**config.mk**
```make
export PLATFORM = sky130hd
export DESIGN_NAME = mfb_ram
export DESIGN_NICKNAME = d
export VERILOG_FILES = /design/src/rtl/max_flow_bfs_augmenting_top_macros.svh /design/src/rtl/mfb_ram.sv
export SDC_FILE = /design/constraint.sdc
export NUM_CORES = 1
export LEC_CHECK = 0
export BUFFER_PORTS_ARGS = -buffer_cell sky130_fd_sc_hd__buf_2
export CAP_MARGIN = 20
export CORE_MARGIN = 1
export CORE_UTILIZATION = 65
export CTS_BUF_LIST = sky130_fd_sc_hd__clkbuf_4 sky130_fd_sc_hd__clkbuf_8
export CTS_CLUSTER_DIAMETER = 60
export CTS_CLUSTER_SIZE = 24
export DETAILED_ROUTE_END_ITERATION = 12
export HOLD_SLACK_MARGIN = 0.15
export PLACE_DENSITY = 0.9
export SLEW_MARGIN = 20
export SYNTH_ARGS = -nofsm -noshare
export SYNTH_HDL_FRONTEND = slang
export SYNTH_SLANG_ARGS = --single-unit
```
**constraint.sdc**
```tcl
create_clock -name clk -period 2.9 [get_ports clk]
set_input_delay 0.145 -clock clk [delete_from_list [all_inputs] [get_ports clk]]
set_output_delay 0.145 -clock clk [all_outputs]
set_load 0.05 [all_outputs]
```
**src/rtl/max_flow_bfs_augmenting_top_macros.svh**
```systemverilog
// Assertion macros for the top-level RTL file.
`ifndef MAX_FLOW_BFS_AUGMENTING_TOP_MACROS_SVH
`define MAX_FLOW_BFS_AUGMENTING_TOP_MACROS_SVH
`ifndef SYNTHESIS
// Same-cycle implication, checked outside reset.
`define MFB_ASSERT_IMP(lbl, ante, cons, msg) \
	lbl: assert property (@(posedge clk) disable iff (!arst_n) (ante) |-> (cons)) \
		else $error(msg);
// Next-cycle implication, checked outside reset.
`define MFB_ASSERT_NXT(lbl, ante, cons, msg) \
	lbl: assert property (@(posedge clk) disable iff (!arst_n) (ante) |=> (cons)) \
		else $error(msg);
`else
`define MFB_ASSERT_IMP(lbl, ante, cons, msg)
`define MFB_ASSERT_NXT(lbl, ante, cons, msg)
`endif
`endif

```
**src/rtl/mfb_ram.sv**
```systemverilog
module mfb_ram #(
	parameter int WIDTH = 8,
	parameter int DEPTH = 64
) (
	input  logic                     clk,
	input  logic                     we,
	input  logic [$clog2(DEPTH)-1:0] waddr,
	input  logic [WIDTH-1:0]         wdata,
	input  logic [$clog2(DEPTH)-1:0] raddr,
	output logic [WIDTH-1:0]         rdata
);
	logic [WIDTH-1:0] mem [DEPTH];

	// write one entry, register one read
	always_ff @(posedge clk) begin
		if (we) begin
			mem[waddr] <= wdata;
		end
		rdata <= mem[raddr];
	end
endmodule

```
-- Word-level counts from Yosys, hierarchy flattened
Memory sizes are Yosys's and may differ from the RTL's. A register that Yosys moved wholly into a read port is not among the register bits.
Index checks and enable logic that the tools add are counted.
- register bits: 0
- logic and storage cells: 3
- output and inout bits: 8
- bits of input ports: 22
- bits in writable memories: 512
- memories: 1
- memory list (name ; words ; bits a word ; read ports ; clocked after Yosys merged registers in ; wr ports ; line ; text):
    mem ; 64 ; 8 ; 1 ; 1 ; 1 ; mfb_ram.sv:12 ; logic [WIDTH-1:0] mem [DEPTH];
- mux-type cells: 2
- operators by type and width (kind ; count):
    $mux W1 ; 2

-- Depth between registers and ports, before layout
- word-level depth: 2
- depth in mapped cells: 9
- mapped depth without buffers: 5

-- Worst setup path after synthesis
Ideal clock, no wire load.
- path kind: input to register
- from: input raddr[1]
- to: register rdata[3], read port of mem
- stages on the path: 7
- setup time: 0.128 ns
- path slack: 1.087 ns
- required time: 2.772 ns
- data arrival time: 1.685 ns
- buffers on the path: 3
- cells stage by stage: buf_4 buf_2 buf_2 mux4_2 mux4_2 o21ai_1 o41ai_1
- RTL lines (what ; line ; text):
    start: declaration ; mfb_ram.sv:9 ; input logic [$clog2(DEPTH)-1:0] raddr,
    end: declaration ; mfb_ram.sv:10 ; output logic [WIDTH-1:0] rdata

==> impl_metrics.py <==
metrics = {
    "timing": {
        "finClkSkew_ns": 0.03611,
        "tns_ns": 0,
        "hold_ws_ns": 0.2488,
        "setup_viol": 0,
        "fin_crit_sh_pct": 77.02,
        "grt_setup_unrepaired": "no",
        "slew_headroom_pct": 25.82,
        "max_slew.worst_pin.slew_ns": 1.113,
        "slew_violations": 0,
        "hold_viol_final": 0,
        "finalCriticalPeriod_ns": 2.234,
        "timing.fmax_mhz": 447.7,
    },
    "clock_network": {
        "clock_sinks": 520,
        "clk_latency_ns": 0.62,
        "clk_pin_slew_ns": 0.13,
        "cts-root-buf": "clkbuf_8",
        "cts_resized": 0,
        "htreeDepth": 1,
        "ctsLongestPathBuffers": 3,
        "cts_tree": "done",
        "cts_buffers": 29,
        "cts_setup_buffers": 0,
    },
    "floorplan": {
        "core-area_um2": 30590,
        "initial_core_util_pct": 65.93,
        "die_x_um": 178.1,
        "dieArea_um2": 31730,
        "rows": 64,
        "ios": 30,
        "die_h_um": 178.1,
    },
    "synthesis": {
        "synth_xor_area_share_pct": 0,
        "synth-compound-area-share_pct": 2.072,
        "synth.distinct_cells": 40,
        "ys_seq_area_share_pct": 77.03,
        "syn-mean-instance-area_um2": 21.45,
        "synth_seq_cells": 520,
        "yosys-mux-area-fraction_pct": 15.94,
        "postSynthCellCount": 940,
        "yosys.area_share.simple_pct": 3.388,
        "synth-adder-area-share_pct": 0,
        "ys_warn_count": 0,
        "synth_top_family_by_area": "multiplexers",
        "syn-num-nets": 962,
        "synth_area_um2": 20170,
    },
    "drt": {
        "via_count": 9985,
        "drt.antenna.violating_nets": 0,
        "drt_iter0_markers": 1536,
        "drt_pass1_iterations": 6,
        "vias_per_cell": 6.905,
        "routed_wl_mm": 42.54,
        "wl_per_cell_um": 29.42,
        "drc": 0,
    },
    "grt": {
        "grt_pass1_wl_mm": 62.91,
        "track_usage_pct": 27.96,
        "antenna_found_initial": 1,
        "grt_overflow_total": 0,
        "grt_pass1_vias": 9847,
        "grt_max_degree": 65,
    },
    "worst_setup_path": {
        "crit_type": "reg2reg",
        "arrival_ns": 2.73,
        "critPathLaunchType": "flip-flop",
        "crit_path_max_fanout": 1,
        "max_stage_delay_ns": 0.55,
        "crit_chain": "mux4_2 > mux2_2 > o221a_2 > nor3_1 > o32ai_1",
        "cp_slowest_cell": "nor3_1",
        "required_ns": 3.40,
        "worstSetupEndpointType": "flip-flop",
        "critPathLaunch": "mem[29][6]",
        "regToRegStartpoint": "mem[29][6]",
    },
    "cells_and_area": {
        "area_growth_pct": 8.313,
        "nets": 1050,
        "drive_gt1_share_pct": 27.48,
    },
    "place": {
        "gp_congestion": 0.8738,
        "io_buffers": 29,
        "dp_hpwl_mm": 27.05,
    },
    "power": {
        "combPwrFrac_pct": 6.5,
        "p_clk_share_pct": 27.5,
        "power.leakage_nw": 6.832,
        "p_seq_share_pct": 66.0,
        "p_total_mw": 12.63,
        "ir_worst_vdd_mv": 0.4341,
        "p_per_area_nw_per_um2": 578.2,
        "cell_internal_pwr_mw": 9.879,
        "switchingPower_mw": 2.750,
        "swShare_pct": 21.78,
    },
    "min_path": {
        "hold_class": "in2reg",
        "hp-start": "raddr[4]",
    },
    "outcome": {
        "status": "finished, final reports clean",
    },
    "flow_run": {
        "drv_cap": 0,
    },
}
[layout make-up]
cell class / instances / area, um2
clock buffer: 34 / 442.9
multi-input combinational: 369 / 4315
antenna: 2 / 5.005
clock inverter: 17 / 177.7
sequential: 520 / 15530
timing repair buffer: 108 / 872.1
tap: 396 / 495.5
fill: 1657 / 8746
[cell usage after synthesis, drive strengths merged]
| library cell | instances | area share [%] |
|---|---|---|
| o2bb2ai | 3 | 0.13 |
| nand3 | 13 | 0.32 |
| clkbuf | 17 | 0.32 |
| o22ai | 8 | 0.25 |
| o221ai | 8 | 0.35 |
| a211oi | 4 | 0.15 |
| a21oi | 3 | 0.074 |
| buf | 34 | 1.3 |
| o2111ai | 3 | 0.13 |
| nand4b | 1 | 0.043 |
| nand2 | 19 | 0.35 |
| o221a | 2 | 0.11 |
| mux2 | 13 | 0.73 |
| or3 | 1 | 0.031 |
| o21ai | 4 | 0.099 |
| nand4 | 2 | 0.062 |
| nor3 | 7 | 0.17 |
| a22oi | 3 | 0.11 |
| nor2 | 83 | 1.5 |
| o32ai | 2 | 0.087 |
| and2 | 1 | 0.031 |
| a31oi | 1 | 0.031 |
| nand3b | 3 | 0.11 |
| mux4 | 126 | 14 |
| a2111oi | 2 | 0.087 |
| o41ai | 2 | 0.087 |
| o311ai | 1 | 0.043 |
| edfxtp | 512 | 76 |
| nor2b | 14 | 0.43 |
| nor4 | 2 | 0.062 |
| nand2b | 7 | 0.22 |
| a221oi | 6 | 0.26 |
| dfxtp | 8 | 0.79 |
| mux2i | 23 | 1.1 |
| o21a | 2 | 0.074 |
[worst max-delay path: cells and delay by family (launching register included)]
| family | cells | cell delay [ns] |
|---|---|---|
| compound gates | 2 | 0.45 |
| mux | 2 | 0.75 |
| simple gates | 1 | 0.55 |
| flops | 1 | 0.38 |
[through the flow]
step	std cells	worst slack [ns]	utilization [%]	area, um2
CTS	1437	0.7766	71.11	21750
finish	1446	0.6664	71.41	21840
global route	1444	0.6828	71.39	21840
detailed placement	1382	0.5507	68.95	21090
global placement	1382	0.6029	68.95	21090
floorplan	940	1.087	-	20170
[placed cells by master, fill, tap and decap left out, types with 3 or more instances in the layout]
| cell | n |
|---|---|
| o221ai_1 | 8 |
| nor2b_1 | 14 |
| dlygate4sd3_1 | 11 |
| edfxtp_1 | 512 |
| buf_4 | 71 |
| a22oi_1 | 3 |
| nand3b_1 | 3 |
| mux2_2 | 13 |
| a221oi_1 | 6 |
| a211oi_1 | 4 |
| o2bb2ai_1 | 3 |
| inv_8 | 3 |
| mux2i_1 | 23 |
| clkinv_2 | 4 |
| nand2_1 | 19 |
| a21oi_1 | 3 |
| mux4_2 | 126 |
| o2111ai_1 | 3 |
| buf_12 | 6 |
| nand3_1 | 13 |
| o22ai_1 | 8 |
| dfxtp_1 | 8 |
| clkbuf_8 | 31 |
| clkbuf_4 | 4 |
| inv_6 | 4 |
| nand2b_1 | 7 |
| nor3_1 | 7 |
| nor2_1 | 83 |
| buf_2 | 19 |
[power by group through the flow]
| stage | clock, mW | combinational [mW] | sequential (mW) |
|---|---|---|---|
| 3_5_place_dp | 0 | 0.800 | 8.51 |
| 5_1_grt | 3.75 | 0.865 | 8.34 |
| 4_1_cts | 3.49 | 0.807 | 8.34 |
| 6_report | 3.47 | 0.823 | 8.34 |
| 2_1_floorplan | 0 | 0.443 | 8.54 |
| 3_3_place_gp | 0 | 0.769 | 8.51 |
[cells by family (layout without fill, tap and decap cells)]
group,count (synthesis),in the layout
other,0,2
buffers and inverters,51,159
flip-flops,520,520
AO/OA/AOI/OAI,54,54
AND/OR/NAND/NOR,153,153
multiplexers,162,162
[path summary, 6_finish.rpt]
kind         cells after the start  slack (ns)       end
max reg2reg                      5        0.67  rdata[6]
min reg2reg                      3        0.88  rdata[4]
max                              5        0.67  rdata[6]
min                              3        0.25  rdata[1]
[state kept, by name, indices dropped and copies added (netlist names)]
| name | cells |
|---|---|
| mem | 512 |
| rdata | 8 |
[metal layers]
| layer | vias up | wire length (um) | share of wire (%) | track usage [%] |
|---|---|---|---|---|
| li1 | 4067 | - | - | - |
| met1 | 5042 | 15570 | 37 | 41.40 |
| met2 | 759 | 20490 | 48 | 42.92 |
| met3 | 117 | 5032 | 12 | 4.859 |
| met4 | 0 | 1455 | 3.4 | 9.900 |
| met5 | - | 0 | 0 | 0 |
[repair_timing]
item                                    CTS  global route
endpoints found under the setup margin    0             0
hold endpoints to repair                 24           445
hold buffers                              4             7
Note: power is estimated with default switching activity, not from simulation.
